## config.mk

```make
export PLATFORM = sky130hd
export DESIGN_NAME = char_lcd_expander_sequencer
export DESIGN_NICKNAME = d
export VERILOG_FILES = /design/src/design/lcdx_pkg.sv /design/src/design/lcdx_sequencer.sv /design/src/design/lcdx_datapath.sv /design/src/design/char_lcd_expander_sequencer.sv
export VERILOG_INCLUDE_DIRS = /design/src /design/src/design
export SDC_FILE = /design/constraint.sdc
export NUM_CORES = 1
export LEC_CHECK = 0
export BUFFER_PORTS_ARGS = -buffer_cell sky130_fd_sc_hd__buf_2
export CAP_MARGIN = 20
export CORE_UTILIZATION = 30
export DETAILED_ROUTE_END_ITERATION = 8
export GPL_TIMING_DRIVEN = 0
export HOLD_SLACK_MARGIN = 0.03
export PLACE_DENSITY_LB_ADDON = 0.2
export SLEW_MARGIN = 20
export SYNTH_ARGS = -nofsm -noshare
export SYNTH_HDL_FRONTEND = slang
export SYNTH_SLANG_ARGS = --single-unit
```

## constraint.sdc

```tcl
create_clock -name aclk -period 4.81 [get_ports aclk]
set_input_delay 0.7215 -clock aclk [delete_from_list [all_inputs] [get_ports aclk]]
set_output_delay 0.7215 -clock aclk [all_outputs]
set_load 0.01 [all_outputs]
```

## src/design/char_lcd_expander_sequencer_macros.svh

```systemverilog
// Assertion helpers used by char_lcd_expander_sequencer.sv.
`ifndef CHAR_LCD_EXPANDER_SEQUENCER_MACROS_SVH
`define CHAR_LCD_EXPANDER_SEQUENCER_MACROS_SVH

`ifndef NO_ASSERTIONS
// Same-cycle implication.
`define LCDX_ASSERT_NOW(label, clk, rstn, ante, cons, msg) \
    label: assert property (@(posedge clk) disable iff (!(rstn)) (ante) |-> (cons)) \
        else $error(msg);
// Next-cycle implication.
`define LCDX_ASSERT_NEXT(label, clk, rstn, ante, cons, msg) \
    label: assert property (@(posedge clk) disable iff (!(rstn)) (ante) |=> (cons)) \
        else $error(msg);
`else
`define LCDX_ASSERT_NOW(label, clk, rstn, ante, cons, msg)
`define LCDX_ASSERT_NEXT(label, clk, rstn, ante, cons, msg)
`endif

`endif

```

## src/design/lcdx_pkg.sv

```systemverilog
package lcdx_pkg;

    localparam int NUM_ROWS_DEF    = 4;
    localparam int NUM_COLUMNS_DEF = 20;

    // Request kinds
    localparam logic [2:0] KIND_CMD    = 3'd0;
    localparam logic [2:0] KIND_CHAR   = 3'd1;
    localparam logic [2:0] KIND_CURSOR = 3'd2;
    localparam logic [2:0] KIND_LIGHT  = 3'd3;
    localparam logic [2:0] KIND_INIT   = 3'd4;

    // Display commands and wake-up nibbles
    localparam logic [7:0] CMD_FUNC_SET  = 8'h28;
    localparam logic [7:0] CMD_DISP_ON   = 8'h0C;
    localparam logic [7:0] CMD_ENTRY     = 8'h06;
    localparam logic [7:0] CMD_CLEAR     = 8'h01;
    localparam logic [7:0] CMD_HOME      = 8'h02;
    localparam logic [7:0] CMD_SET_DDRAM = 8'h80;
    localparam logic [7:0] WAKE_NIB      = 8'h30;
    localparam logic [7:0] MODE4_NIB     = 8'h20;

    localparam logic [5:0] PAUSE_WAKE0 = 6'd50;
    localparam logic [5:0] PAUSE_WAKE1 = 6'd5;
    localparam logic [5:0] PAUSE_WAKE2 = 6'd1;
    localparam logic [1:0] PAUSE_CLEAR = 2'd2;

    localparam int UADDR_W = 5;
    typedef logic [UADDR_W-1:0] uaddr_t;

    // Microprogram entry points
    localparam uaddr_t A_BYTE   = 5'd0;
    localparam uaddr_t A_CURSOR = 5'd4;
    localparam uaddr_t A_ERR    = 5'd5;
    localparam uaddr_t A_LIGHT  = 5'd6;
    localparam uaddr_t A_INIT   = 5'd7;
    localparam uaddr_t A_IDLE   = 5'd31;

    localparam uaddr_t INIT_NIB_STEPS = 5'd8;
    localparam uaddr_t INIT_STEPS     = 5'd24;

    typedef enum logic {SRC_REQ, SRC_ROM} src_t;
    typedef enum logic {HALF_HI, HALF_LO} half_t;
    typedef enum logic [1:0] {OUT_DATA, OUT_ERR, OUT_LIGHT} out_t;
    typedef enum logic [1:0] {SEQ_NEXT, SEQ_END, SEQ_CHK} seq_t;

    typedef struct packed {
        logic       emit;
        src_t       src;
        logic [7:0] rom_byte;
        half_t      half;
        logic       en;
        out_t       out;
        logic [5:0] pause_before;
        logic       chk_after;
        logic       last;
        seq_t       seq;
        uaddr_t     target;
    } uword_t;

    typedef struct packed {
        logic   busy;
        logic   fire;
        uword_t uw;
    } seq_ctl_t;

    typedef struct packed {
        logic slot_free;
        logic range_ok;
        logic light;
    } dp_stat_t;

    function automatic logic [7:0] line_start(input logic [1:0] r);
        logic [7:0] s;
        case (r)
            2'd0:    s = 8'h00;
            2'd1:    s = 8'h40;
            2'd2:    s = 8'h14;
            default: s = 8'h54;
        endcase
        return s;
    endfunction

    // One port byte of a nibble pair; k[1] picks the low nibble, k[0] drops enable.
    function automatic uword_t step_word(input src_t src, input logic [7:0] b,
                                         input logic [1:0] k, input logic [5:0] pb,
                                         input logic fin);
        uword_t w;
        w.emit         = 1'b1;
        w.src          = src;
        w.rom_byte     = b;
        w.half         = k[1] ? HALF_LO : HALF_HI;
        w.en           = ~k[0];
        w.out          = OUT_DATA;
        w.pause_before = pb;
        w.chk_after    = fin && (k == 2'b11);
        w.last         = fin && (k == 2'b11);
        w.seq          = (fin && (k == 2'b11)) ? SEQ_END : SEQ_NEXT;
        w.target       = A_IDLE;
        return w;
    endfunction

    function automatic uword_t ctl_word(input logic emit, input out_t out,
                                        input seq_t seq, input uaddr_t target);
        uword_t w;
        w.emit         = emit;
        w.src          = SRC_ROM;
        w.rom_byte     = 8'h00;
        w.half         = HALF_HI;
        w.en           = 1'b0;
        w.out          = out;
        w.pause_before = 6'd0;
        w.chk_after    = 1'b0;
        w.last         = emit;
        w.seq          = seq;
        w.target       = target;
        return w;
    endfunction

    // Microprogram ROM
    function automatic uword_t ucode(input uaddr_t a);
        uword_t     w;
        uaddr_t     off;
        logic [7:0] b;
        logic [5:0] pb;
        off = a - A_INIT;
        b   = 8'h00;
        pb  = 6'd0;
        if (a < A_CURSOR) begin
            w = step_word(SRC_REQ, 8'h00, a[1:0], 6'd0, 1'b1);
        end else if (a == A_CURSOR) begin
            w = ctl_word(1'b0, OUT_DATA, SEQ_CHK, A_BYTE);
        end else if (a == A_ERR) begin
            w = ctl_word(1'b1, OUT_ERR, SEQ_END, A_IDLE);
        end else if (a == A_LIGHT) begin
            w = ctl_word(1'b1, OUT_LIGHT, SEQ_END, A_IDLE);
        end else if (off < INIT_NIB_STEPS) begin
            case (off[2:1])
                2'd0:    begin b = WAKE_NIB;  pb = PAUSE_WAKE0; end
                2'd1:    begin b = WAKE_NIB;  pb = PAUSE_WAKE1; end
                2'd2:    begin b = WAKE_NIB;  pb = PAUSE_WAKE2; end
                default: begin b = MODE4_NIB; pb = 6'd0;        end
            endcase
            w = step_word(SRC_ROM, b, {1'b0, off[0]}, off[0] ? 6'd0 : pb, 1'b0);
        end else if (off < INIT_STEPS) begin
            case (off[4:2])
                3'd2:    b = CMD_FUNC_SET;
                3'd3:    b = CMD_DISP_ON;
                3'd4:    b = CMD_ENTRY;
                default: b = CMD_CLEAR;
            endcase
            w = step_word(SRC_ROM, b, off[1:0], 6'd0, off[4:2] == 3'd5);
        end else begin
            w = ctl_word(1'b0, OUT_DATA, SEQ_END, A_IDLE);
        end
        return w;
    endfunction

endpackage

```

## src/design/lcdx_sequencer.sv

```systemverilog
module lcdx_sequencer (
    input  logic              aclk,
    input  logic              aresetn,
    input  logic              start,
    input  lcdx_pkg::uaddr_t  entry,
    input  lcdx_pkg::dp_stat_t stat,
    output lcdx_pkg::seq_ctl_t ctl
);

    lcdx_pkg::uaddr_t pc_reg, pc_next;
    logic             busy_reg, busy_next;
    lcdx_pkg::uword_t uw;
    logic             fire;

    assign uw = lcdx_pkg::ucode(pc_reg);

    // An emitting step waits for room in the output register.
    assign fire = busy_reg && (!uw.emit || stat.slot_free);

    always_comb begin
        pc_next   = pc_reg;
        busy_next = busy_reg;
        if (start) begin
            busy_next = 1'b1;
            pc_next   = entry;
        end else if (fire) begin
            unique case (uw.seq)
                lcdx_pkg::SEQ_NEXT: pc_next = pc_reg + 1'b1;
                lcdx_pkg::SEQ_CHK:  pc_next = stat.range_ok ? uw.target : pc_reg + 1'b1;
                lcdx_pkg::SEQ_END:  busy_next = 1'b0;
                default:            busy_next = 1'b0;
            endcase
        end
    end

    always_ff @(posedge aclk) begin
        if (!aresetn) begin
            busy_reg <= 1'b0;
            pc_reg   <= lcdx_pkg::A_IDLE;
        end else begin
            busy_reg <= busy_next;
            pc_reg   <= pc_next;
        end
    end

    assign ctl.busy = busy_reg;
    assign ctl.fire = fire;
    assign ctl.uw   = uw;

endmodule

```

## src/design/lcdx_datapath.sv

```systemverilog
module lcdx_datapath #(
    parameter int NUM_ROWS    = lcdx_pkg::NUM_ROWS_DEF,
    parameter int NUM_COLUMNS = lcdx_pkg::NUM_COLUMNS_DEF
) (
    input  logic               aclk,
    input  logic               aresetn,
    input  logic               load,
    input  logic [2:0]         kind,
    input  logic [7:0]         value,
    input  logic [1:0]         row,
    input  logic [5:0]         column,
    input  logic               light_on,
    input  lcdx_pkg::seq_ctl_t ctl,
    input  logic               m_tready,
    output logic               m_tvalid,
    output logic [15:0]        m_tdata,
    output logic [0:0]         m_tuser,
    output logic               m_tlast,
    output lcdx_pkg::dp_stat_t stat
);

    logic [7:0]  req_byte_reg;
    logic        rs_reg;
    logic        range_ok_reg;
    logic        light_reg;
    logic        out_valid_reg;
    logic [15:0] out_data_reg;
    logic        out_err_reg;
    logic        out_last_reg;

    logic        in_range;
    logic [7:0]  cursor_byte;
    logic [7:0]  cur_byte;
    logic        cur_rs;
    logic [3:0]  nib;
    logic [7:0]  port;
    logic [5:0]  before_ms;
    logic [1:0]  after_ms;
    logic        err;
    logic        slot_free;

    assign in_range = ({1'b0, row} < 3'(NUM_ROWS)) && (column < 6'(NUM_COLUMNS));
    assign cursor_byte = lcdx_pkg::CMD_SET_DDRAM |
                         (lcdx_pkg::line_start(row) + {2'b00, column});

    assign cur_byte = (ctl.uw.src == lcdx_pkg::SRC_REQ) ? req_byte_reg : ctl.uw.rom_byte;
    assign cur_rs   = (ctl.uw.src == lcdx_pkg::SRC_REQ) ? rs_reg : 1'b0;
    assign nib      = (ctl.uw.half == lcdx_pkg::HALF_HI) ? cur_byte[7:4] : cur_byte[3:0];

    always_comb begin
        port      = 8'h00;
        before_ms = 6'd0;
        after_ms  = 2'd0;
        err       = 1'b0;
        unique case (ctl.uw.out)
            lcdx_pkg::OUT_DATA: begin
                port      = {nib, light_reg, ctl.uw.en, 1'b0, cur_rs};
                before_ms = ctl.uw.pause_before;
                // clear and home need extra settling time after their final byte
                if (ctl.uw.chk_after && !cur_rs &&
                    (cur_byte == lcdx_pkg::CMD_CLEAR || cur_byte == lcdx_pkg::CMD_HOME)) begin
                    after_ms = lcdx_pkg::PAUSE_CLEAR;
                end
            end
            lcdx_pkg::OUT_ERR: begin
                err = 1'b1;
            end
            lcdx_pkg::OUT_LIGHT: begin
                port = {4'h0, light_reg, 3'b000};
            end
            default: begin
                port = 8'h00;
            end
        endcase
    end

    assign slot_free = !out_valid_reg || m_tready;

    always_ff @(posedge aclk) begin
        if (!aresetn) begin
            light_reg     <= 1'b1;
            out_valid_reg <= 1'b0;
        end else begin
            if (load && kind == lcdx_pkg::KIND_LIGHT) begin
                light_reg <= light_on;
            end
            if (ctl.fire && ctl.uw.emit) begin
                out_valid_reg <= 1'b1;
            end else if (m_tready) begin
                out_valid_reg <= 1'b0;
            end
        end
    end

    always_ff @(posedge aclk) begin
        if (load) begin
            req_byte_reg <= (kind == lcdx_pkg::KIND_CURSOR) ? cursor_byte : value;
            rs_reg       <= (kind == lcdx_pkg::KIND_CHAR);
            range_ok_reg <= in_range;
        end
        if (ctl.fire && ctl.uw.emit) begin
            out_data_reg <= {after_ms, before_ms, port};
            out_err_reg  <= err;
            out_last_reg <= ctl.uw.last;
        end
    end

    assign m_tvalid   = out_valid_reg;
    assign m_tdata    = out_data_reg;
    assign m_tuser[0] = out_err_reg;
    assign m_tlast    = out_last_reg;

    assign stat.slot_free = slot_free;
    assign stat.range_ok  = range_ok_reg;
    assign stat.light     = light_reg;

endmodule

```

## src/design/char_lcd_expander_sequencer.sv

```systemverilog
// Character LCD sequencer for a 4-bit display behind an 8-bit port expander. Each request
// beat on the slave side runs a short microprogram that emits one expander byte per cycle
// on the master side while the master side does not stall: a command or character emits
// 4 bytes, a cursor set one range check step, then 4 bytes, or the check step, then a single
// error beat when out of range, a backlight set 1 byte and init 24 bytes. A new request is
// taken the cycle after the final step of the previous program issues; unused kinds are
// taken and dropped at once. The step counter walks the microcode ROM one step per clock,
// holding an emitting step while the output register is full. The backlight starts on after reset.
`include "char_lcd_expander_sequencer_macros.svh"

module char_lcd_expander_sequencer #(
    parameter int NUM_ROWS    = lcdx_pkg::NUM_ROWS_DEF,
    parameter int NUM_COLUMNS = lcdx_pkg::NUM_COLUMNS_DEF
) (
    input  logic        aclk,
    input  logic        aresetn,
    input  logic        s_tvalid,
    output logic        s_tready,
    input  logic [23:0] s_tdata,   // value[7:0], row[9:8], column[15:10], light_on[16], zero
    input  logic [2:0]  s_tuser,   // kind[2:0]
    output logic        m_tvalid,
    input  logic        m_tready,
    output logic [15:0] m_tdata,   // port_byte[7:0], pause_before_ms[13:8], pause_after_ms[15:14]
    output logic [0:0]  m_tuser,   // error[0]
    output logic        m_tlast
);

    lcdx_pkg::seq_ctl_t ctl;
    lcdx_pkg::dp_stat_t stat;
    lcdx_pkg::uaddr_t   entry;
    logic               accept;
    logic               known;

    assign s_tready = !ctl.busy;
    assign accept   = s_tvalid && s_tready;

    // Dispatch the request kind to its microprogram entry.
    always_comb begin
        known = 1'b1;
        case (s_tuser) inside
            lcdx_pkg::KIND_CMD, lcdx_pkg::KIND_CHAR: entry = lcdx_pkg::A_BYTE;
            lcdx_pkg::KIND_CURSOR:                   entry = lcdx_pkg::A_CURSOR;
            lcdx_pkg::KIND_LIGHT:                    entry = lcdx_pkg::A_LIGHT;
            lcdx_pkg::KIND_INIT:                     entry = lcdx_pkg::A_INIT;
            default: begin
                entry = lcdx_pkg::A_IDLE;
                known = 1'b0;
            end
        endcase
    end

    lcdx_sequencer u_seq (
        .aclk    (aclk),
        .aresetn (aresetn),
        .start   (accept && known),
        .entry   (entry),
        .stat    (stat),
        .ctl     (ctl)
    );

    lcdx_datapath #(
        .NUM_ROWS    (NUM_ROWS),
        .NUM_COLUMNS (NUM_COLUMNS)
    ) u_dp (
        .aclk     (aclk),
        .aresetn  (aresetn),
        .load     (accept),
        .kind     (s_tuser),
        .value    (s_tdata[7:0]),
        .row      (s_tdata[9:8]),
        .column   (s_tdata[15:10]),
        .light_on (s_tdata[16]),
        .ctl      (ctl),
        .m_tready (m_tready),
        .m_tvalid (m_tvalid),
        .m_tdata  (m_tdata),
        .m_tuser  (m_tuser),
        .m_tlast  (m_tlast),
        .stat     (stat)
    );

    `LCDX_ASSERT_NOW(a_err_lone, aclk, aresetn, m_tvalid && m_tuser[0], m_tlast && m_tdata == 16'h0000, "error beat must be a lone final beat with no data")
    `LCDX_ASSERT_NOW(a_pause_after_last, aclk, aresetn, m_tvalid && m_tdata[15:14] != 2'd0, m_tlast, "pause after only on the final beat")
    `LCDX_ASSERT_NEXT(a_light_follows, aclk, aresetn, accept && s_tuser == lcdx_pkg::KIND_LIGHT, stat.light == $past(s_tdata[16]), "backlight must follow the set request")

endmodule

```

==> results.cfg, run 1 <==
[synth]
synth_seq_cells = 31
syn_inst = 202
syn_area_um2 = 2090
yosys_warnings = 0
syn-mean-instance-area_um2 = 10.4
synth_cell_types = 58
synthFlopType = edfxtp_1
yosysSeqAreaShare_pct = 40.7
postSynth.asyncResetShare_pct = 0
synth_edf_count = 23

[placement]
io_buffers = 38
dp_hpwl_um = 3430
gp_congestion = 0.845
place_area_um2 = 2390

[worst_setup_path]
cp_data_required_time_ns = 4.84
regToRegEndpoint = u_dp.m_tdata[7]
cp_max_fo = 9
critical_path_class = reg2reg
cp.arrival_ns = 2.76
cp-start-kind = register
r2r_cells = 8
r2r-start = u_seq.pc_reg[0]
crit_path_end_kind = register
max_stage_delay_ns = 0.57
reg2reg_slack_ns = 2.08
cp_cell_sequence = inv_1 > ha_1 > or2_1 > o21ai_0 > nand2_1 > o22ai_2 > mux2i_1 > o32ai_1
critPathSlowestCell = dfxtp_1

[clock_tree]
cts_root_buf = clkbuf_8
path_clk_slew_ns = 0.07
postCtsHoldBufs = 0
post_cts_buffers = 0
tritoncts = done
cts.repair.resized = 0
clkLatencyLatePin_ns = 0.29
cts_buffers = 5
clk_path_buf_depth = 2
cts_max_level = 2
cts.sinks = 31

[cells_and_area]
drive_above_1_share_pct = 28.8
layout_commonest_cell = buf_2
nFillCells = 695
antenna_cells = 0
final_nets = 290
postLayoutCellArea_um2 = 2500
final_cell_mix = buf_2, edfxtp_1, nor2_1
area_delta_synth_final_pct = 19.6
largest_reg_flops = 11

[global_routing]
grt_usage_pct = 13.1
grt_max_degree = 15
grt_pass1_vias = 1519
antenna_found_initial = 0
overflow = 0
grt_first_pass_wirelength_um = 7300

[detailed_routing]
wire_per_inst_um = 13.6
drt_first_pass_iters = 4
drc = 0
drt-total-wl_um = 4480
num_vias = 1639
ant_nets = 0
vias_per_cell = 4.97
drt_iter0_markers = 93

[timing]
finalCritPeriodShare_pct = 56.8
tightest_slew_ns = 0.650
slew_violations = 0
finalClockSkew_ns = 0.00269
period_needed_ns = 2.73
hold_viol_final = 0
slew_headroom_pct = 56.4
fmax_mhz = 366
setup_viol = 0
setup_tns_ns = 0
rsz0062_at_grt = false

[floorplanning]
die_w_um = 85.5
die_h_um = 85.5
io_pins = 51
core_area_um2 = 6760
placementRows = 30
die-area_um2 = 7310
start_util_pct = 30.9

[min_path]
hold_end = u_dp.m_tvalid
hp-class = reg2reg
hold_depth = 2
min_from = u_dp.m_tvalid

[run]
drv_cap = 0

[outcome]
status = complete, no violations

[pwr]
vdd_drop_max_uv = 120
p_per_area_nw_per_um2 = 413
p_leak_nw = 1.01
-- how the worst max path moves through the flow --
stage,start,to,slack [ns],cells after the start
2_1_floorplan,u_seq.pc_reg[0],u_seq.pc_reg[1],2.48,9
3_3_place_gp,u_seq.pc_reg[0],u_dp.m_tdata[7],2.07,8
3_5_place_dp,u_seq.pc_reg[0],u_dp.m_tdata[7],2.12,8
4_1_cts,u_seq.pc_reg[0],u_dp.m_tdata[7],2.09,8
5_1_grt,u_seq.pc_reg[0],u_dp.m_tdata[7],1.92,8
6_report,u_seq.pc_reg[0],u_dp.m_tdata[7],2.08,8
-- power breakdown --
part           switching, mW  internal, mW
Sequential            0.0201         0.332
Clock                  0.105         0.154
Combinational          0.245         0.178
Total                  0.370         0.664
-- per-layer routing --
metal	part of all wire, %	vias up	GRT usage [%]
li1	-	836	-
met1	48	738	16.6
met2	45	55	21.6
met3	4.8	10	3.11
met4	2.2	0	5.30
met5	0	-	0
-- cells in the mapped netlist (2+ instances only) --
cell	instances	area, um2
edfxtp_1	23	691
nor2_1	14	52.6
a21oi_1	12	60.1
nand2_1	12	45.0
inv_1	11	41.3
o21ai_0	11	55.1
ha_1	10	125
dfxtp_1	8	160
buf_4	7	52.6
nand3_1	7	35.0
mux2_2	5	56.3
mux2i_1	5	50.1
xnor2_1	5	43.8
a31oi_1	4	25.0
and2_1	4	25.0
clkbuf_1	4	15.0
nor2b_1	4	25.0
and4_1	3	26.3
buf_6	3	33.8
nand2b_1	3	18.8
nor3_1	3	15.0
o311ai_1	3	26.3
a211o_1	2	17.5
and3_1	2	12.5
o22ai_1	2	12.5
or2_1	2	12.5
xnor2_4	2	55.1
-- kinds of logic (layout without fill, tap and decap cells) --
family	Yosys count	after routing	synth area share, %
AOI/OAI and AO/OA	50	50	16.8
DFF	31	31	40.7
adders and majority gates	10	10	5.98
other	1	3	0.179
muxes	10	10	5.09
xor gates and xnor gates	10	10	7.24
and+or+nand+nor	65	65	17.2
buffers and inverters	25	71	6.82
-- critical path: cells and delay by family (launching register included) --
| kind | cells | cell delay [ns] |
|---|---|---|
| compound gates | 3 | 0.78 |
| fa+ha+maj | 1 | 0.29 |
| simple gates | 2 | 0.40 |
| buf+inv | 1 | 0.16 |
| flops | 1 | 0.57 |
| mux | 1 | 0.26 |
-- layout make-up --
cell class | count | area [um2] | share of cell area, %
sequential | 31 | 851 | 34.0
inverter | 11 | 41.3 | 1.65
multi-input combinational | 148 | 1100 | 44.2
buffer | 14 | 101 | 4.05
clock buffer | 5 | 68.8 | 2.75
clock inverter | 3 | 43.8 | 1.75
timing repair buffer | 38 | 190 | 7.60
tap | 80 | 100 | 4.00
-- per-stage QoR --
stage          util (%)  hold WS [ns]  instances  total power [mW]  setup WS (ns)
6_report           37.0         0.510        330              1.03           2.08
2_1_floorplan         -         0.456        204             0.681           2.48
4_1_cts            37.0         0.514        330              1.04           2.09
3_3_place_gp       35.4         0.496        322             0.779           2.07
3_5_place_dp       35.4         0.499        322             0.781           2.12
5_1_grt            37.0         0.537        330              1.10           1.92
Note: power is estimated with default switching activity, not from simulation.
==> run 2: changes to the inputs <==
==> constraint.sdc (replaced) <==
create_clock -name aclk -period 2.6 [get_ports aclk]
set_input_delay 0.39 -clock aclk [delete_from_list [all_inputs] [get_ports aclk]]
set_output_delay 0.39 -clock aclk [all_outputs]
set_load 0.01 [all_outputs]
==> run 2 against run 1 <==
- cell area up 0.50%
- non-clock buffer count unchanged
- power up 86%
- die area unchanged
- core utilization up 0.19 points
- flip-flop and latch count unchanged
- routed wire length down 0.25%
- count of clock-buffer cells in the layout unchanged
- via count down 0.73%
- global-route usage unchanged
- critical path depth up 1
- critical endpoint is now u_seq.pc_reg[1]
- largest power group unchanged
==> results.cfg, run 2 (synthesized netlist as in run 1, its figures left out) <==
[run]
drv_cap = 0

[timing]
fmax_mhz = 416
hold_slack_ns = 0.302
hold_viol_final = 0
finalClockSkew_ns = 0.00254
finalCritPeriodShare_pct = 92.5
slew_headroom_pct = 56.5
tightest_slew_ns = 0.650
slew_violations = 0
rsz0062_at_grt = false
fin_ws_ns = 0.195
period_needed_ns = 2.41
setup_viol = 0

[detailed_routing]
drc = 0
drt_iter0_markers = 83
drt_first_pass_iters = 4
vias_per_cell = 4.93
ant_nets = 0
num_vias = 1627
wire_per_inst_um = 13.5
drt-total-wl_um = 4470

[pwr]
p_leak_nw = 1.01
vdd_drop_max_uv = 223
p_per_area_nw_per_um2 = 764
power_mw = 1.92

[cells_and_area]
nFillCells = 694
final_cell_mix = buf_2, edfxtp_1, nor2_1
area_delta_synth_final_pct = 20.2
layout_commonest_cell = buf_2
final_core_util_pct = 37.2
largest_reg_flops = 11
antenna_cells = 0
final_nets = 290
drive_above_1_share_pct = 29.6

[placement]
io_buffers = 38
preCtsSetupSlack_ns = -0.0891
gp_congestion = 0.845
dp_hpwl_um = 3430

[outcome]
status = complete, no violations

[worst_setup_path]
cp.arrival_ns = 2.56
crit_path_end_kind = register
critical_path_class = reg2reg
cp_data_required_time_ns = 2.75
cp-start-kind = register
cp_max_fo = 10

[floorplanning]
placementRows = 30
die_h_um = 85.5
io_pins = 51
core_area_um2 = 6760
die-area_um2 = 7310
die_w_um = 85.5
start_util_pct = 30.9

[clock_tree]
postCtsHoldBufs = 0
cts.sinks = 31
post_cts_buffers = 0
cts_buffers = 5
clkLatencyLatePin_ns = 0.29
tritoncts = done
clk_path_buf_depth = 2
cts_root_buf = clkbuf_8
cts_max_level = 2
path_clk_slew_ns = 0.07

[global_routing]
grt_pass1_vias = 1519
overflow = 0
grt_max_degree = 15
grt_usage_pct = 13.1
antenna_found_initial = 0
grt_first_pass_wirelength_um = 7300

[min_path]
hp-class = in2reg
## run 2: cell types whose count changed in the layout (fill, tap and decap cells not counted)
cell     delta
dfxtp_1     -2
a21oi_2     -1
a21oi_4     +1
dfxtp_2     +1
dfxtp_4     +1
o21ai_0     -1
o21ai_1     +1
## run 2: power by group
group / leakage, nW / internal, mW / total, mW / switching, mW
clock network: 0.0581 / 0.285 / 0.480 / 0.195
logic: 0.669 / 0.331 / 0.786 / 0.455
registers: 0.279 / 0.616 / 0.653 / 0.0373
## run 2: layout make-up
| class | instances | area, um2 | area share, % |
|---|---|---|---|
| buffer | 14 | 101 | 4.03 |
| clock buffer | 5 | 68.8 | 2.74 |
| clock inverter | 3 | 43.8 | 1.74 |
| inverter | 11 | 41.3 | 1.64 |
| multi-input combinational | 148 | 1110 | 44.3 |
| sequential | 31 | 856 | 34.0 |
| tap | 80 | 100 | 3.98 |
| timing repair buffer | 38 | 190 | 7.57 |
## run 2: final timing paths
check                       start              end  slack, ns  cells past startpoint
hold / removal        s_tdata[16]   u_dp.light_reg       0.30                      3
setup reg to reg  u_seq.pc_reg[0]  u_seq.pc_reg[1]       0.19                      9
setup / recovery  u_seq.pc_reg[0]  u_seq.pc_reg[1]       0.19                      9
hold reg to reg     u_dp.m_tvalid    u_dp.m_tvalid       0.51                      2
## run 2: per-stage QoR
stage | TNS, ns | cells | instance area, um2
finish | 0 | 330 | 2510
global placement | -0.321 | 322 | 2390
floorplan | 0 | 204 | 2100
detailed placement | -0.193 | 322 | 2390
CTS | 0 | 330 | 2500
global route | 0 | 330 | 2510
## run 2: worst max-delay path: stages, from the launching register on
cell,delay (ns)
dfxtp_4,0.42
inv_1,0.10
ha_1,0.26
or2_1,0.25
and3_1,0.23
a21o_1,0.16
a211o_1,0.28
buf_6,0.15
a2111oi_4,0.35
a41oi_1,0.07
## run 2: layer usage
layer  up-vias  share of wire, %  global-route usage [%]
li1        834                 -                       -
met1       733                47                    16.6
met2        52                46                    21.6
met3         8               4.6                    3.11
met4         0               1.9                    5.30
met5         -                 0                       0
## run 2: what timing repair did
item | CTS | global route
hold endpoints to repair | 0 | 0
gates cloned | 0 | 0
gates resized for setup | 2 | 3
endpoints found under the setup margin | 4 | 2
pin swaps | 0 | 0
==> run 3: changes to the inputs <==
--- a/config.mk
+++ b/config.mk
@@ -13,6 +13,8 @@
 export GPL_TIMING_DRIVEN = 0
 export HOLD_SLACK_MARGIN = 0.03
 export PLACE_DENSITY_LB_ADDON = 0.2
+export RECOVER_POWER = 100
+export SKIP_CTS_REPAIR_TIMING = 1
 export SLEW_MARGIN = 20
 export SYNTH_ARGS = -nofsm -noshare
 export SYNTH_HDL_FRONTEND = slang
==> run 3 against run 2 <==
- cell count did not move
- power fell by 0.71%
- sequential share of layout area rose by 0.34 points
- via count fell by 0.61%
- flip-flop and latch count did not move
- global-route usage did not move
- non-clock buffer count did not move
- clock skew rose by 0.0014 ns
- count of clock-buffer cells in the layout did not move
- core utilization fell by 0.37 points
- critical endpoint is now u_dp.m_tdata[15]
- highest routed layer unchanged
==> results.cfg, run 3 (synthesized netlist as in run 1, its figures left out) <==
[cells_and_area]
largest_reg_flops = 11
regArea_um2 = 856
nFillCells = 704
layout_commonest_cell = edfxtp_1
final_core_util_pct = 36.8
area_delta_synth_final_pct = 19.0
postLayoutCellArea_um2 = 2490
final_nets = 290
final_cell_mix = edfxtp_1, buf_2, clkbuf_1
drive_above_1_share_pct = 22.0
multiInputGateArea_um2 = 1110
antenna_cells = 0
fin_cells = 330

[clock_tree]
cts_root_buf = clkbuf_8
path_clk_slew_ns = 0.07
cts_buffers = 5
cts.sinks = 31
tritoncts = done
clkLatencyLatePin_ns = 0.29
clk_path_buf_depth = 2
cts_max_level = 2

[floorplanning]
die_w_um = 85.5
die_h_um = 85.5
die-area_um2 = 7310
start_util_pct = 30.9
core_area_um2 = 6760
placementRows = 30
io_pins = 51

[placement]
dp_hpwl_um = 3430
place_inst = 322
io_buffers = 38
gp_congestion = 0.845
place_area_um2 = 2390

[timing]
fmax_mhz = 416
hold_viol_final = 0
period_needed_ns = 2.40
setup_viol = 0
slew_headroom_pct = 20.2
slew_violations = 0
finalCritPeriodShare_pct = 92.4
hold_slack_ns = 0.303
finalClockSkew_ns = 0.00395
tightest_slew_ns = 1.19
rsz0062_at_grt = false

[worst_setup_path]
cp-start-kind = register
cp.arrival_ns = 2.45
critical_path_class = reg2reg
crit_path_end_kind = register
cp_data_required_time_ns = 2.65
cp_max_fo = 9

[detailed_routing]
wl_met1_um = 2130
ant_nets = 0
wl_met2_um = 2090
drt-total-wl_um = 4490
num_vias = 1617
wire_per_inst_um = 13.6
top_layer = met4
drt_iter0_markers = 86
wl_met3_um = 205
drc = 0
vias_per_cell = 4.90
drt_first_pass_iters = 4

[pwr]
power_mw = 1.91
p_per_area_nw_per_um2 = 766
p_leak_nw = 0.958
vdd_drop_max_uv = 222

[run]
drv_cap = 0

[min_path]
hp-class = in2reg

[global_routing]
antenna_found_initial = 0
grt_usage_pct = 13.1
overflow = 0
grt_pass1_vias = 1519
grt_max_degree = 15
grt_first_pass_wirelength_um = 7300

[outcome]
status = complete, no violations
## run 3: stage by stage
stage	setup slack, ns	TNS (ns)
6_report	0.198	0
5_1_grt	0.0612	0
4_1_cts	-0.116	-0.301
3_5_place_dp	-0.0891	-0.193
3_3_place_gp	-0.137	-0.321
2_1_floorplan	0.274	0
## run 3: worst paths after layout
check / start / end / slack [ns] / cells past startpoint
worst min-delay path: s_tdata[16] / u_dp.light_reg / 0.30 / 3
worst min register to register: u_seq.busy_reg / u_seq.busy_reg / 0.51 / 2
worst max-delay path: u_seq.pc_reg[0] / u_dp.m_tdata[15] / 0.20 / 8
worst max register to register: u_seq.pc_reg[0] / u_dp.m_tdata[15] / 0.20 / 8
## run 3: layout make-up
cell class | instances | area share (%)
repair buffers | 38 | 6.84
clock buffers | 5 | 2.77
inverters | 11 | 1.66
multi-input cells | 148 | 44.5
flip-flops and latches | 31 | 34.4
clock inverters | 3 | 1.76
well taps | 80 | 4.02
plain buffers | 14 | 4.07
## run 3: routing by layer
metal | vias up | GRT usage (%)
li1 | 831 | -
met1 | 732 | 16.6
met3 | 6 | 3.11
met4 | 0 | 5.30
met2 | 48 | 21.6
met5 | - | 0
## run 3: critical path, cell delays in order (launching register included)
cell and delay (ns):
dfxtp_4 0.42, inv_1 0.10, ha_1 0.26, or2_0 0.25
o21ai_1 0.30, and2_0 0.31, nand2_1 0.16, a2bb2oi_1 0.17
and4_1 0.19
## run 3: power by group
group,switching [mW],internal (mW)
combinational,0.452,0.320
clock,0.195,0.285
sequential,0.0380,0.616
total,0.685,1.22
